### config.mk
export PLATFORM = sky130hd
export DESIGN_NAME = weighted_deviation_anomaly_detector_flat
export DESIGN_NICKNAME = d
export VERILOG_FILES = /design/src/hw/rtl/wdad_pkg.sv /design/src/hw/rtl/wdad_if.sv /design/src/hw/rtl/wdad_cfg.sv /design/src/hw/rtl/wdad_front.sv /design/src/hw/rtl/wdad_queue.sv /design/src/hw/rtl/wdad_back.sv /design/src/hw/rtl/weighted_deviation_anomaly_detector.sv /design/src/flat_wrapper.sv
export VERILOG_INCLUDE_DIRS = /design/src /design/src/hw/rtl
export SDC_FILE = /design/constraint.sdc
export NUM_CORES = 1
export LEC_CHECK = 0
export BUFFER_PORTS_ARGS = -buffer_cell sky130_fd_sc_hd__buf_4
export CORE_MARGIN = 2
export CORE_UTILIZATION = 57
export DETAILED_ROUTE_END_ITERATION = 10
export PLACE_DENSITY = 0.75
export SLEW_MARGIN = 20
export SYNTH_ARGS = -nofsm -noshare
export SYNTH_HDL_FRONTEND = slang
export SYNTH_HIERARCHICAL = 1
export SYNTH_SLANG_ARGS = --single-unit
export TNS_END_PERCENT = 5
### constraint.sdc
create_clock -name clk -period 7.15 [get_ports clk]
set_input_delay 1.43 -clock clk [delete_from_list [all_inputs] [get_ports clk]]
set_output_delay 1.43 -clock clk [all_outputs]
set_load 0.05 [all_outputs]
### src/hw/rtl/weighted_deviation_anomaly_detector_defines.svh
// assertion helpers shared by the rtl files
`ifndef WEIGHTED_DEVIATION_ANOMALY_DETECTOR_DEFINES_SVH
`define WEIGHTED_DEVIATION_ANOMALY_DETECTOR_DEFINES_SVH

// same-cycle implication, sampled on clk, off during reset
`define WDAD_ASSERT_IMPL(label, ante, cons) \
    label: assert property (@(posedge clk) disable iff (!rst_n) (ante) |-> (cons)) \
        else $error("wdad assertion failed");

// next-cycle implication, sampled on clk, off during reset
`define WDAD_ASSERT_NEXT(label, ante, cons) \
    label: assert property (@(posedge clk) disable iff (!rst_n) (ante) |=> (cons)) \
        else $error("wdad assertion failed");

`endif

### src/hw/rtl/wdad_pkg.sv
package wdad_pkg;

    // field widths
    localparam int SAMPLE_W = 16;
    localparam int SCORE_W  = 40;
    localparam int VMEAN_W  = 24;
    localparam int SMEAN_W  = 16;
    localparam int WEIGHT_W = 8;
    localparam int LIMIT_W  = 16;
    localparam int FRAC_W   = 8;
    localparam int DIFF_W   = 24;
    localparam int PROD_W   = DIFF_W + WEIGHT_W;
    localparam int DEN_W    = 24;

    // configuration port
    localparam int DATA_W    = 32;
    localparam int ADDR_W    = 5;
    localparam int REG_IDX_W = 3;

    localparam logic [REG_IDX_W-1:0] REG_VOLUME_MEAN      = 3'd0;
    localparam logic [REG_IDX_W-1:0] REG_VOLUME_DEVIATION = 3'd1;
    localparam logic [REG_IDX_W-1:0] REG_SPEED_MEAN       = 3'd2;
    localparam logic [REG_IDX_W-1:0] REG_SPEED_DEVIATION  = 3'd3;
    localparam logic [REG_IDX_W-1:0] REG_VOLUME_WEIGHT    = 3'd4;
    localparam logic [REG_IDX_W-1:0] REG_SPEED_WEIGHT     = 3'd5;
    localparam logic [REG_IDX_W-1:0] REG_VOLUME_LIMIT     = 3'd6;
    localparam logic [REG_IDX_W-1:0] REG_SPEED_LIMIT      = 3'd7;

    // job queue between front and back
    localparam int QUEUE_DEPTH = 2;
    localparam int PTR_W       = $clog2(QUEUE_DEPTH);
    localparam int CNT_W       = $clog2(QUEUE_DEPTH + 1);

    // divider
    localparam int DIV_STEPS = SCORE_W;
    localparam int STEP_W    = $clog2(DIV_STEPS);

    localparam logic [SCORE_W-1:0] SCORE_MAX = {SCORE_W{1'b1}};

    typedef struct packed {
        logic [VMEAN_W-1:0]  volume_mean;
        logic [DEN_W-1:0]    volume_deviation;
        logic [SMEAN_W-1:0]  speed_mean;
        logic [SMEAN_W-1:0]  speed_deviation;
        logic [WEIGHT_W-1:0] volume_weight;
        logic [WEIGHT_W-1:0] speed_weight;
        logic [LIMIT_W-1:0]  volume_limit;
        logic [LIMIT_W-1:0]  speed_limit;
    } cfg_t;

    typedef struct packed {
        logic               starts_day;
        logic               ends_day;
        logic [SCORE_W-1:0] num;
        logic [DEN_W-1:0]   den;
    } job_t;

    typedef struct packed {
        logic full;
        logic empty;
    } queue_status_t;

endpackage

### src/hw/rtl/wdad_if.sv
// input item channel
interface wdad_in_if;
    logic                          valid;
    logic                          ready;
    logic                          starts_day;
    logic [wdad_pkg::SAMPLE_W-1:0] sample;
    logic                          ends_day;

    modport source (output valid, output starts_day, output sample, output ends_day,
                    input ready);
    modport sink (input valid, input starts_day, input sample, input ends_day,
                  output ready);
endinterface

// result item channel
interface wdad_out_if;
    logic                         valid;
    logic                         ready;
    logic [wdad_pkg::SCORE_W-1:0] volume_score;
    logic [wdad_pkg::SCORE_W-1:0] speed_score;
    logic                         volume_alarm;
    logic                         speed_alarm;

    modport source (output valid, output volume_score, output speed_score,
                    output volume_alarm, output speed_alarm, input ready);
    modport sink (input valid, input volume_score, input speed_score,
                  input volume_alarm, input speed_alarm, output ready);
endinterface

### src/hw/rtl/wdad_cfg.sv
module wdad_cfg (
    input  logic                        clk,
    input  logic                        rst_n,
    input  logic                        psel,
    input  logic                        penable,
    input  logic                        pwrite,
    input  logic [wdad_pkg::ADDR_W-1:0] paddr,
    input  logic [wdad_pkg::DATA_W-1:0] pwdata,
    output logic [wdad_pkg::DATA_W-1:0] prdata,
    output logic                        pready,
    output wdad_pkg::cfg_t              cfg
);

    wdad_pkg::cfg_t                     cfg_reg;
    wdad_pkg::cfg_t                     cfg_next;
    logic [wdad_pkg::REG_IDX_W-1:0]     idx;
    logic                               wr_en;

    assign pready = 1'b1;
    assign idx    = paddr[wdad_pkg::ADDR_W-1:2];
    assign wr_en  = psel && penable && pwrite && pready;
    assign cfg    = cfg_reg;

    // register write decode
    always_comb
    begin
        cfg_next = cfg_reg;
        if (wr_en)
        begin
            unique case (idx)
                wdad_pkg::REG_VOLUME_MEAN:
                    cfg_next.volume_mean = pwdata[wdad_pkg::VMEAN_W-1:0];
                wdad_pkg::REG_VOLUME_DEVIATION:
                    cfg_next.volume_deviation = pwdata[wdad_pkg::DEN_W-1:0];
                wdad_pkg::REG_SPEED_MEAN:
                    cfg_next.speed_mean = pwdata[wdad_pkg::SMEAN_W-1:0];
                wdad_pkg::REG_SPEED_DEVIATION:
                    cfg_next.speed_deviation = pwdata[wdad_pkg::SMEAN_W-1:0];
                wdad_pkg::REG_VOLUME_WEIGHT:
                    cfg_next.volume_weight = pwdata[wdad_pkg::WEIGHT_W-1:0];
                wdad_pkg::REG_SPEED_WEIGHT:
                    cfg_next.speed_weight = pwdata[wdad_pkg::WEIGHT_W-1:0];
                wdad_pkg::REG_VOLUME_LIMIT:
                    cfg_next.volume_limit = pwdata[wdad_pkg::LIMIT_W-1:0];
                wdad_pkg::REG_SPEED_LIMIT:
                    cfg_next.speed_limit = pwdata[wdad_pkg::LIMIT_W-1:0];
                default:
                    cfg_next = cfg_reg;
            endcase
        end
    end

    // register readback
    always_comb
    begin
        prdata = '0;
        unique case (idx)
            wdad_pkg::REG_VOLUME_MEAN:
                prdata = wdad_pkg::DATA_W'(cfg_reg.volume_mean);
            wdad_pkg::REG_VOLUME_DEVIATION:
                prdata = wdad_pkg::DATA_W'(cfg_reg.volume_deviation);
            wdad_pkg::REG_SPEED_MEAN:
                prdata = wdad_pkg::DATA_W'(cfg_reg.speed_mean);
            wdad_pkg::REG_SPEED_DEVIATION:
                prdata = wdad_pkg::DATA_W'(cfg_reg.speed_deviation);
            wdad_pkg::REG_VOLUME_WEIGHT:
                prdata = wdad_pkg::DATA_W'(cfg_reg.volume_weight);
            wdad_pkg::REG_SPEED_WEIGHT:
                prdata = wdad_pkg::DATA_W'(cfg_reg.speed_weight);
            wdad_pkg::REG_VOLUME_LIMIT:
                prdata = wdad_pkg::DATA_W'(cfg_reg.volume_limit);
            wdad_pkg::REG_SPEED_LIMIT:
                prdata = wdad_pkg::DATA_W'(cfg_reg.speed_limit);
            default:
                prdata = '0;
        endcase
    end

    always_ff @(posedge clk or negedge rst_n)
    begin
        if (!rst_n)
        begin
            cfg_reg.volume_mean      <= '0;
            cfg_reg.volume_deviation <= wdad_pkg::DEN_W'(256);
            cfg_reg.speed_mean       <= '0;
            cfg_reg.speed_deviation  <= wdad_pkg::SMEAN_W'(256);
            cfg_reg.volume_weight    <= wdad_pkg::WEIGHT_W'(1);
            cfg_reg.speed_weight     <= wdad_pkg::WEIGHT_W'(1);
            cfg_reg.volume_limit     <= wdad_pkg::LIMIT_W'(2);
            cfg_reg.speed_limit      <= wdad_pkg::LIMIT_W'(2);
        end
        else
        begin
            cfg_reg <= cfg_next;
        end
    end

endmodule

### src/hw/rtl/wdad_front.sv
module wdad_front (
    input  wdad_pkg::cfg_t            cfg,
    wdad_in_if.sink                   feed,
    input  wdad_pkg::queue_status_t   q_status,
    output logic                      push,
    output wdad_pkg::job_t            job
);

    logic [wdad_pkg::DIFF_W-1:0]   vol_value;
    logic [wdad_pkg::DIFF_W-1:0]   vol_diff;
    logic [wdad_pkg::SMEAN_W-1:0]  spd_diff;
    logic [wdad_pkg::DIFF_W-1:0]   diff;
    logic [wdad_pkg::WEIGHT_W-1:0] weight;
    logic [wdad_pkg::PROD_W-1:0]   product;

    assign feed.ready = !q_status.full;
    assign push       = feed.valid && feed.ready;

    // absolute deviation from the mean, volume count moved to q16.8
    assign vol_value = {feed.sample, {wdad_pkg::FRAC_W{1'b0}}};
    assign vol_diff  = (vol_value > cfg.volume_mean) ? (vol_value - cfg.volume_mean)
                                                     : (cfg.volume_mean - vol_value);
    assign spd_diff  = (feed.sample > cfg.speed_mean) ? (feed.sample - cfg.speed_mean)
                                                      : (cfg.speed_mean - feed.sample);

    // one shared weight multiplier for both kinds of item
    assign diff    = feed.starts_day ? vol_diff : wdad_pkg::DIFF_W'(spd_diff);
    assign weight  = feed.starts_day ? cfg.volume_weight : cfg.speed_weight;
    assign product = wdad_pkg::PROD_W'(diff) * wdad_pkg::PROD_W'(weight);

    // job for the back end: numerator scaled by 2^8, divisor picked by kind
    always_comb
    begin
        job.starts_day = feed.starts_day;
        job.ends_day   = feed.ends_day;
        job.num        = {product, {wdad_pkg::FRAC_W{1'b0}}};
        job.den        = feed.starts_day ? cfg.volume_deviation
                                         : wdad_pkg::DEN_W'(cfg.speed_deviation);
    end

endmodule

### src/hw/rtl/wdad_queue.sv
`include "weighted_deviation_anomaly_detector_defines.svh"

module wdad_queue (
    input  logic                     clk,
    input  logic                     rst_n,
    input  logic                     push,
    input  wdad_pkg::job_t           job_in,
    input  logic                     pop,
    output wdad_pkg::job_t           head,
    output wdad_pkg::queue_status_t  status
);

    wdad_pkg::job_t                 entry_reg [wdad_pkg::QUEUE_DEPTH];
    logic [wdad_pkg::PTR_W-1:0]     wr_ptr_reg;
    logic [wdad_pkg::PTR_W-1:0]     wr_ptr_next;
    logic [wdad_pkg::PTR_W-1:0]     rd_ptr_reg;
    logic [wdad_pkg::PTR_W-1:0]     rd_ptr_next;
    logic [wdad_pkg::CNT_W-1:0]     count_reg;
    logic [wdad_pkg::CNT_W-1:0]     count_next;

    localparam logic [wdad_pkg::PTR_W-1:0] LAST_PTR = wdad_pkg::PTR_W'(wdad_pkg::QUEUE_DEPTH - 1);
    localparam logic [wdad_pkg::CNT_W-1:0] FULL_CNT = wdad_pkg::CNT_W'(wdad_pkg::QUEUE_DEPTH);

    assign head         = entry_reg[rd_ptr_reg];
    assign status.full  = (count_reg == FULL_CNT);
    assign status.empty = (count_reg == '0);

    // pointer wrap and occupancy
    always_comb
    begin
        wr_ptr_next = wr_ptr_reg;
        rd_ptr_next = rd_ptr_reg;
        count_next  = count_reg;
        if (push)
        begin
            wr_ptr_next = (wr_ptr_reg == LAST_PTR) ? '0 : wr_ptr_reg + 1'b1;
        end
        if (pop)
        begin
            rd_ptr_next = (rd_ptr_reg == LAST_PTR) ? '0 : rd_ptr_reg + 1'b1;
        end
        if (push && !pop)
        begin
            count_next = count_reg + 1'b1;
        end
        else if (pop && !push)
        begin
            count_next = count_reg - 1'b1;
        end
    end

    always_ff @(posedge clk or negedge rst_n)
    begin
        if (!rst_n)
        begin
            wr_ptr_reg <= '0;
            rd_ptr_reg <= '0;
            count_reg  <= '0;
        end
        else
        begin
            wr_ptr_reg <= wr_ptr_next;
            rd_ptr_reg <= rd_ptr_next;
            count_reg  <= count_next;
        end
    end

    // entry storage
    always_ff @(posedge clk)
    begin
        if (push)
        begin
            entry_reg[wr_ptr_reg] <= job_in;
        end
    end

    `WDAD_ASSERT_IMPL(queue_no_overflow, push, count_reg != FULL_CNT)
    `WDAD_ASSERT_IMPL(queue_no_underflow, pop, count_reg != '0)

endmodule

### src/hw/rtl/wdad_back.sv
`include "weighted_deviation_anomaly_detector_defines.svh"

module wdad_back (
    input  logic                     clk,
    input  logic                     rst_n,
    input  wdad_pkg::cfg_t           cfg,
    input  wdad_pkg::job_t           head,
    input  wdad_pkg::queue_status_t  q_status,
    output logic                     pop,
    wdad_out_if.source               report
);

    typedef enum logic [2:0] {
        S_IDLE  = 3'b001,
        S_DIV   = 3'b010,
        S_APPLY = 3'b100
    } state_t;

    localparam int SW = wdad_pkg::SCORE_W;
    localparam int DW = wdad_pkg::DEN_W;

    state_t                         state_reg;
    state_t                         state_next;
    logic [SW-1:0]                  dq_reg;
    logic [SW-1:0]                  dq_next;
    logic [DW-1:0]                  rem_reg;
    logic [DW-1:0]                  rem_next;
    logic [DW-1:0]                  den_reg;
    logic [DW-1:0]                  den_next;
    logic                           starts_reg;
    logic                           starts_next;
    logic                           ends_reg;
    logic                           ends_next;
    logic [wdad_pkg::STEP_W-1:0]    step_reg;
    logic [wdad_pkg::STEP_W-1:0]    step_next;
    logic [SW-1:0]                  volume_score_reg;
    logic [SW-1:0]                  volume_score_next;
    logic [SW-1:0]                  speed_sum_reg;
    logic [SW-1:0]                  speed_sum_next;
    logic                           out_valid_reg;
    logic                           out_valid_next;
    logic [SW-1:0]                  out_volume_reg;
    logic [SW-1:0]                  out_volume_next;
    logic [SW-1:0]                  out_speed_reg;
    logic [SW-1:0]                  out_speed_next;
    logic                           out_valarm_reg;
    logic                           out_valarm_next;
    logic                           out_salarm_reg;
    logic                           out_salarm_next;

    logic [DW:0]                    trial;
    logic                           fits;
    logic [SW:0]                    sum_wide;
    logic [SW-1:0]                  sum_sat;
    logic [SW-1:0]                  new_volume;
    logic [SW-1:0]                  new_speed;
    logic [SW-1:0]                  vol_thresh;
    logic [SW-1:0]                  spd_thresh;
    logic                           out_free;

    localparam logic [wdad_pkg::STEP_W-1:0] LAST_STEP =
        wdad_pkg::STEP_W'(wdad_pkg::DIV_STEPS - 1);

    // one restoring division step
    assign trial = {rem_reg, dq_reg[SW-1]};
    assign fits  = (trial >= {1'b0, den_reg});

    // saturating day accumulation
    assign sum_wide   = {1'b0, speed_sum_reg} + {1'b0, dq_reg};
    assign sum_sat    = sum_wide[SW] ? wdad_pkg::SCORE_MAX : sum_wide[SW-1:0];
    assign new_volume = starts_reg ? dq_reg : volume_score_reg;
    assign new_speed  = starts_reg ? '0 : sum_sat;
    assign vol_thresh = SW'({cfg.volume_limit, {wdad_pkg::FRAC_W{1'b0}}});
    assign spd_thresh = SW'({cfg.speed_limit, {wdad_pkg::FRAC_W{1'b0}}});

    assign out_free = !out_valid_reg || report.ready;
    assign pop      = (state_reg == S_IDLE) && !q_status.empty;

    assign report.valid        = out_valid_reg;
    assign report.volume_score = out_volume_reg;
    assign report.speed_score  = out_speed_reg;
    assign report.volume_alarm = out_valarm_reg;
    assign report.speed_alarm  = out_salarm_reg;

    // sequencer: take job, divide (skipped for a zero divisor), apply to day state, report at day end
    always_comb
    begin
        state_next        = state_reg;
        dq_next           = dq_reg;
        rem_next          = rem_reg;
        den_next          = den_reg;
        starts_next       = starts_reg;
        ends_next         = ends_reg;
        step_next         = step_reg;
        volume_score_next = volume_score_reg;
        speed_sum_next    = speed_sum_reg;
        out_valid_next    = out_valid_reg && !report.ready;
        out_volume_next   = out_volume_reg;
        out_speed_next    = out_speed_reg;
        out_valarm_next   = out_valarm_reg;
        out_salarm_next   = out_salarm_reg;
        unique case (state_reg)
            S_IDLE:
            begin
                if (pop)
                begin
                    den_next    = head.den;
                    starts_next = head.starts_day;
                    ends_next   = head.ends_day;
                    rem_next    = '0;
                    step_next   = LAST_STEP;
                    // zero divisor reads as a saturated quotient
                    if (head.den == '0)
                    begin
                        dq_next    = wdad_pkg::SCORE_MAX;
                        state_next = S_APPLY;
                    end
                    else
                    begin
                        dq_next    = head.num;
                        state_next = S_DIV;
                    end
                end
            end
            S_DIV:
            begin
                rem_next  = fits ? DW'(trial - {1'b0, den_reg}) : trial[DW-1:0];
                dq_next   = {dq_reg[SW-2:0], fits};
                step_next = step_reg - 1'b1;
                if (step_reg == '0)
                begin
                    state_next = S_APPLY;
                end
            end
            S_APPLY:
            begin
                if (!ends_reg)
                begin
                    volume_score_next = new_volume;
                    speed_sum_next    = new_speed;
                    state_next        = S_IDLE;
                end
                else if (out_free)
                begin
                    out_valid_next    = 1'b1;
                    out_volume_next   = new_volume;
                    out_speed_next    = new_speed;
                    out_valarm_next   = (new_volume > vol_thresh);
                    out_salarm_next   = (new_speed > spd_thresh);
                    volume_score_next = '0;
                    speed_sum_next    = '0;
                    state_next        = S_IDLE;
                end
            end
            default:
            begin
                state_next = S_IDLE;
            end
        endcase
    end

    always_ff @(posedge clk or negedge rst_n)
    begin
        if (!rst_n)
        begin
            state_reg        <= S_IDLE;
            volume_score_reg <= '0;
            speed_sum_reg    <= '0;
            out_valid_reg    <= 1'b0;
        end
        else
        begin
            state_reg        <= state_next;
            volume_score_reg <= volume_score_next;
            speed_sum_reg    <= speed_sum_next;
            out_valid_reg    <= out_valid_next;
        end
    end

    // datapath registers
    always_ff @(posedge clk)
    begin
        dq_reg         <= dq_next;
        rem_reg        <= rem_next;
        den_reg        <= den_next;
        starts_reg     <= starts_next;
        ends_reg       <= ends_next;
        step_reg       <= step_next;
        out_volume_reg <= out_volume_next;
        out_speed_reg  <= out_speed_next;
        out_valarm_reg <= out_valarm_next;
        out_salarm_reg <= out_salarm_next;
    end

    `WDAD_ASSERT_NEXT(div_leads_to_apply, (state_reg == S_DIV) && (step_reg == '0),
                      state_reg == S_APPLY)
    `WDAD_ASSERT_NEXT(zero_den_saturates, pop && (head.den == '0),
                      (state_reg == S_APPLY) && (dq_reg == wdad_pkg::SCORE_MAX))
    `WDAD_ASSERT_NEXT(day_end_reports, (state_reg == S_APPLY) && ends_reg && out_free,
                      out_valid_reg && (volume_score_reg == '0) && (speed_sum_reg == '0))

endmodule

### src/hw/rtl/weighted_deviation_anomaly_detector.sv
// an item is queued, divided in S_DIV, applied in S_APPLY; a zero divisor skips S_DIV
// the back end pops a job only in idle; one job at a time runs the 40-step serial divider
// a two-entry job queue lets the input side accept items while the divider is busy
// reset: rst_n asynchronous active low; registers take their documented defaults,
// day state clears to zero, queue and result register empty
module weighted_deviation_anomaly_detector (
    input  logic                        clk,
    input  logic                        rst_n,
    input  logic                        psel,
    input  logic                        penable,
    input  logic                        pwrite,
    input  logic [wdad_pkg::ADDR_W-1:0] paddr,
    input  logic [wdad_pkg::DATA_W-1:0] pwdata,
    output logic [wdad_pkg::DATA_W-1:0] prdata,
    output logic                        pready,
    wdad_in_if.sink                     feed,
    wdad_out_if.source                  report
);

    wdad_pkg::cfg_t           cfg;
    wdad_pkg::job_t           job;
    wdad_pkg::job_t           head;
    wdad_pkg::queue_status_t  q_status;
    logic                     push;
    logic                     pop;

    // register file
    wdad_cfg u_cfg (
        .clk     (clk),
        .rst_n   (rst_n),
        .psel    (psel),
        .penable (penable),
        .pwrite  (pwrite),
        .paddr   (paddr),
        .pwdata  (pwdata),
        .prdata  (prdata),
        .pready  (pready),
        .cfg     (cfg)
    );

    // item classification and numerator
    wdad_front u_front (
        .cfg      (cfg),
        .feed     (feed),
        .q_status (q_status),
        .push     (push),
        .job      (job)
    );

    // job queue
    wdad_queue u_queue (
        .clk    (clk),
        .rst_n  (rst_n),
        .push   (push),
        .job_in (job),
        .pop    (pop),
        .head   (head),
        .status (q_status)
    );

    // divider and day state
    wdad_back u_back (
        .clk      (clk),
        .rst_n    (rst_n),
        .cfg      (cfg),
        .head     (head),
        .q_status (q_status),
        .pop      (pop),
        .report   (report)
    );

endmodule
### src/flat_wrapper.sv
// flat-port wrapper written by rule: the top's interface ports become plain ports
module weighted_deviation_anomaly_detector_flat 
  (clk, rst_n, psel, penable, pwrite, paddr, pwdata, prdata, pready, feed_valid, feed_starts_day, feed_sample, feed_ends_day, feed_ready, report_valid, report_volume_score, report_speed_score, report_volume_alarm, report_speed_alarm, report_ready);
  wdad_in_if feed_i ();
  wdad_out_if report_i ();
  input  logic clk;
  input  logic rst_n;
  input  logic psel;
  input  logic penable;
  input  logic pwrite;
  input  logic [wdad_pkg::ADDR_W-1:0] paddr;
  input  logic [wdad_pkg::DATA_W-1:0] pwdata;
  output logic [wdad_pkg::DATA_W-1:0] prdata;
  output logic pready;
  input wire logic [$bits(feed_i.valid)-1:0] feed_valid;
  input wire logic [$bits(feed_i.starts_day)-1:0] feed_starts_day;
  input wire logic [$bits(feed_i.sample)-1:0] feed_sample;
  input wire logic [$bits(feed_i.ends_day)-1:0] feed_ends_day;
  output wire logic [$bits(feed_i.ready)-1:0] feed_ready;
  output wire logic [$bits(report_i.valid)-1:0] report_valid;
  output wire logic [$bits(report_i.volume_score)-1:0] report_volume_score;
  output wire logic [$bits(report_i.speed_score)-1:0] report_speed_score;
  output wire logic [$bits(report_i.volume_alarm)-1:0] report_volume_alarm;
  output wire logic [$bits(report_i.speed_alarm)-1:0] report_speed_alarm;
  input wire logic [$bits(report_i.ready)-1:0] report_ready;
  assign feed_i.valid = feed_valid;
  assign feed_i.starts_day = feed_starts_day;
  assign feed_i.sample = feed_sample;
  assign feed_i.ends_day = feed_ends_day;
  assign feed_ready = feed_i.ready;
  assign report_valid = report_i.valid;
  assign report_volume_score = report_i.volume_score;
  assign report_speed_score = report_i.speed_score;
  assign report_volume_alarm = report_i.volume_alarm;
  assign report_speed_alarm = report_i.speed_alarm;
  assign report_i.ready = report_ready;
  weighted_deviation_anomaly_detector u_core (.clk(clk), .rst_n(rst_n), .psel(psel), .penable(penable), .pwrite(pwrite), .paddr(paddr), .pwdata(pwdata), .prdata(prdata), .pready(pready), .feed(feed_i), .report(report_i));
endmodule
==> run summary <==
# rows -> 92
sequential area share after synthesis -> 0.408
CTS Hold Buffers Added -> 0
max FFs per register -> 132
MaxCap Viol Count -> 0
worst hold path class -> reg2reg
core area -> 62,900 um2
synthesized area -> 36,100 um2
DR vias/cell -> 5.93
worst vdd ir -> 0.418 mV
die area -> 65,300 um2
Post-synth ARST share -> 0.411
final-report hold violation count -> 0
Max H-tree Level -> 2
Routed WL -> 105,000 um
instance area at placement -> 41,100 um2
Max Freq -> 127 MHz
Die H -> 256 um
CTS tree -> built
Iter 0 DRT Violations -> 2,256
RSZ-0062 raised after global routing -> yes
TNS Setup -> -19,880 ps
failing checks -> setup timing
Cells after Synth -> 3,417
clk sink count -> 526
status -> complete, but fails checks
Pleak -> 0.0197 uW
fin area -> 43,600 um2
antenna violations before repair -> 1
reg2reg path depth -> 28
worst r2r dst -> u_core/u_queue/entry_reg[1][61]
Worst-Margin Slew -> 1020 ps
Register Area -> 14,700 um2
DR WL/cell -> 21.8 um
Worst Path Max Fanout -> 4
Detail Route Antenna Nets -> 0
synthesis-to-layout area growth -> 20.9%
Crit path max-delay family -> adder cells
initial core utilization -> 0.574
# IOs -> 179
total grt overflow -> 0
pin count of the biggest net entering global routing -> 87
Die W -> 256 um
DR pass1 iterations -> 5
Worst setup SP type -> primary input
Primary FF master, synth -> edfxtp_1
CTS buffer count -> 49
Slew HR -> 0.317
Tcrit/Tclk final -> 1.10
Syn Area/Cell -> 10.6 um2
final setup fails -> 40
Crit path largest cell delay -> 530 ps
Worst Setup End Kind -> flip-flop
Cell variety after synth -> 113
number of synthesized flops with an enable pin -> 310
nets -> 4,338
slowest CP cell -> fa_2
vias -> 28,600
reg2reg start -> u_core/u_cfg/cfg[104]
Worst Path Buf+Inv -> 6
All-Layer GR Usage -> 0.317
reg2reg setup slack -> -390 ps
hold worst-path end -> u_core/u_back/volume_score_reg[35]
pre-CTS WS -> -1560 ps
DRC Markers -> 0
Fillers -> 4,717
synth warn -> 6
first-pass GRT wire length -> 163,000 um
worst hold stages -> 2
area of the multi-input gates -> 20,300 um2
Data required, critical path -> 7470 ps
Final Skew -> 16.8 ps
worst skew pair latency -> 590 ps
clock root buffer -> clkbuf_16
WP data arrival -> 8200 ps
clock-pin slew on the worst setup and hold paths -> 60 ps
ANT cells -> 0
final worst-path setup slack -> -732 ps
total chip power -> 23,000 uW
min-delay src -> u_core/u_back/volume_score_reg[35]
proportion of layout cells with a drive suffix above 1 -> 0.285
GP Congestion -> 0.970
IO Port Bufs -> 159
CTS Buffer Depth -> 3
FF+latch count, synth -> 526
vias in the first global route -> 28,400
DPL Wire Length -> 79,100 um
minimum clock period -> 7880 ps
Setup CP Type -> in2reg
Slew Limit Fails -> 0
Cell Pwr Density -> 528 nW/um2
## where the power goes
group / total, uW / internal, uW / switching, uW
logic: 14700 / 6420 / 8270
registers: 5610 / 4910 / 700
clock network: 2720 / 1560 / 1150
total: 23000 / 12900 / 10100
## cells by family (layout without fill, tap and decap cells)
kind of cell	count (synthesis)	count (layout)	share of synthesized area
AOI/OAI and AO/OA	720	720	0.134
xor gates and xnor gates	110	110	0.0271
adders and majority gates	350	350	0.150
buffers and inverters	477	1013	0.0552
DFF	526	526	0.408
muxes	331	331	0.106
other	3	17	0.000312
and+or+nand+nor	900	900	0.120
## worst register-to-register path: cells and delay by family (launching register included)
family,cells,cell delay [ps]
simple gates,4,1550
buf+inv,6,530
flops,1,390
fa+ha+maj,6,2340
xor+xnor,1,110
compound gates,9,1930
mux,2,410
## synthesized netlist by cell type (54+ instances only)
cell | count | share of area
a21o_1 | 55 | 0.011
a21oi_1 | 188 | 0.026
a22o_1 | 54 | 0.013
clkbuf_1 | 97 | 0.010
dfrtp_1 | 209 | 0.15
edfxtp_1 | 310 | 0.26
fa_1 | 137 | 0.076
ha_1 | 213 | 0.074
inv_1 | 309 | 0.032
mux2_2 | 184 | 0.057
mux2i_1 | 90 | 0.025
nand2_1 | 274 | 0.029
nand3_1 | 66 | 0.0092
nor2_1 | 249 | 0.026
nor3_1 | 56 | 0.0078
o21ai_0 | 168 | 0.023
xnor2_1 | 68 | 0.017
## how the worst max path moves through the flow
stage,cells after the start,start,slack (ps),endpoint
global route,28,feed_sample[0],-900,u_core/u_queue/entry_reg[1][61]
finish,28,feed_sample[0],-730,u_core/u_queue/entry_reg[1][61]
floorplan,25,feed_sample[0],-930,u_core/u_queue/entry_reg[0][61]
detailed placement,30,feed_sample[0],-1560,u_core/u_queue/entry_reg[1][61]
global placement,30,feed_sample[0],-1490,u_core/u_queue/entry_reg[0][61]
CTS,33,feed_sample[0],-730,u_core/u_queue/entry_reg[0][49]
## through the flow
step	util	hold WS, ps	instances
6_report	0.694	481	4813
2_1_floorplan	-	449	3431
5_1_grt	0.694	514	4813
4_1_cts	0.687	484	4806
3_3_place_gp	0.654	462	4706
3_5_place_dp	0.654	470	4706
## final cells by class
cell class	instances	share of cell area
Clock buffer	67	0.0323
Clock inverter	25	0.00623
Inverter	311	0.0269
Multi-Input combinational cell	2428	0.465
Sequential cell	526	0.338
Tap cell	846	0.0243
Timing Repair Buffer	610	0.108
## timing repair
| item | 4_1_cts | 5_1_grt |
|---|---|---|
| hold endpoints to repair | 0 | 0 |
| pin swaps | 22 | 32 |
| endpoints found under the setup margin | 46 | 48 |
| setup buffers | 9 | 8 |
| resized for setup | 53 | 69 |
## placed cells by master (no fill, tap or decap), drive strengths merged, types with 137 or more instances in the layout
master  count
ha        213
inv       311
mux2      240
nor2      255
buf       610
nand2     277
edfxtp    310
a21oi     188
fa        137
o21ai     177
dfrtp     209
## per-layer routing
metal	global-route usage	wire length (um)	part of all wire
met1	0.432	43700	0.42
met2	0.517	48800	0.47
met3	0.0388	7420	0.071
met4	0.130	5040	0.048
met5	0	19	0.00018
Note: power is estimated with default switching activity, not from simulation.
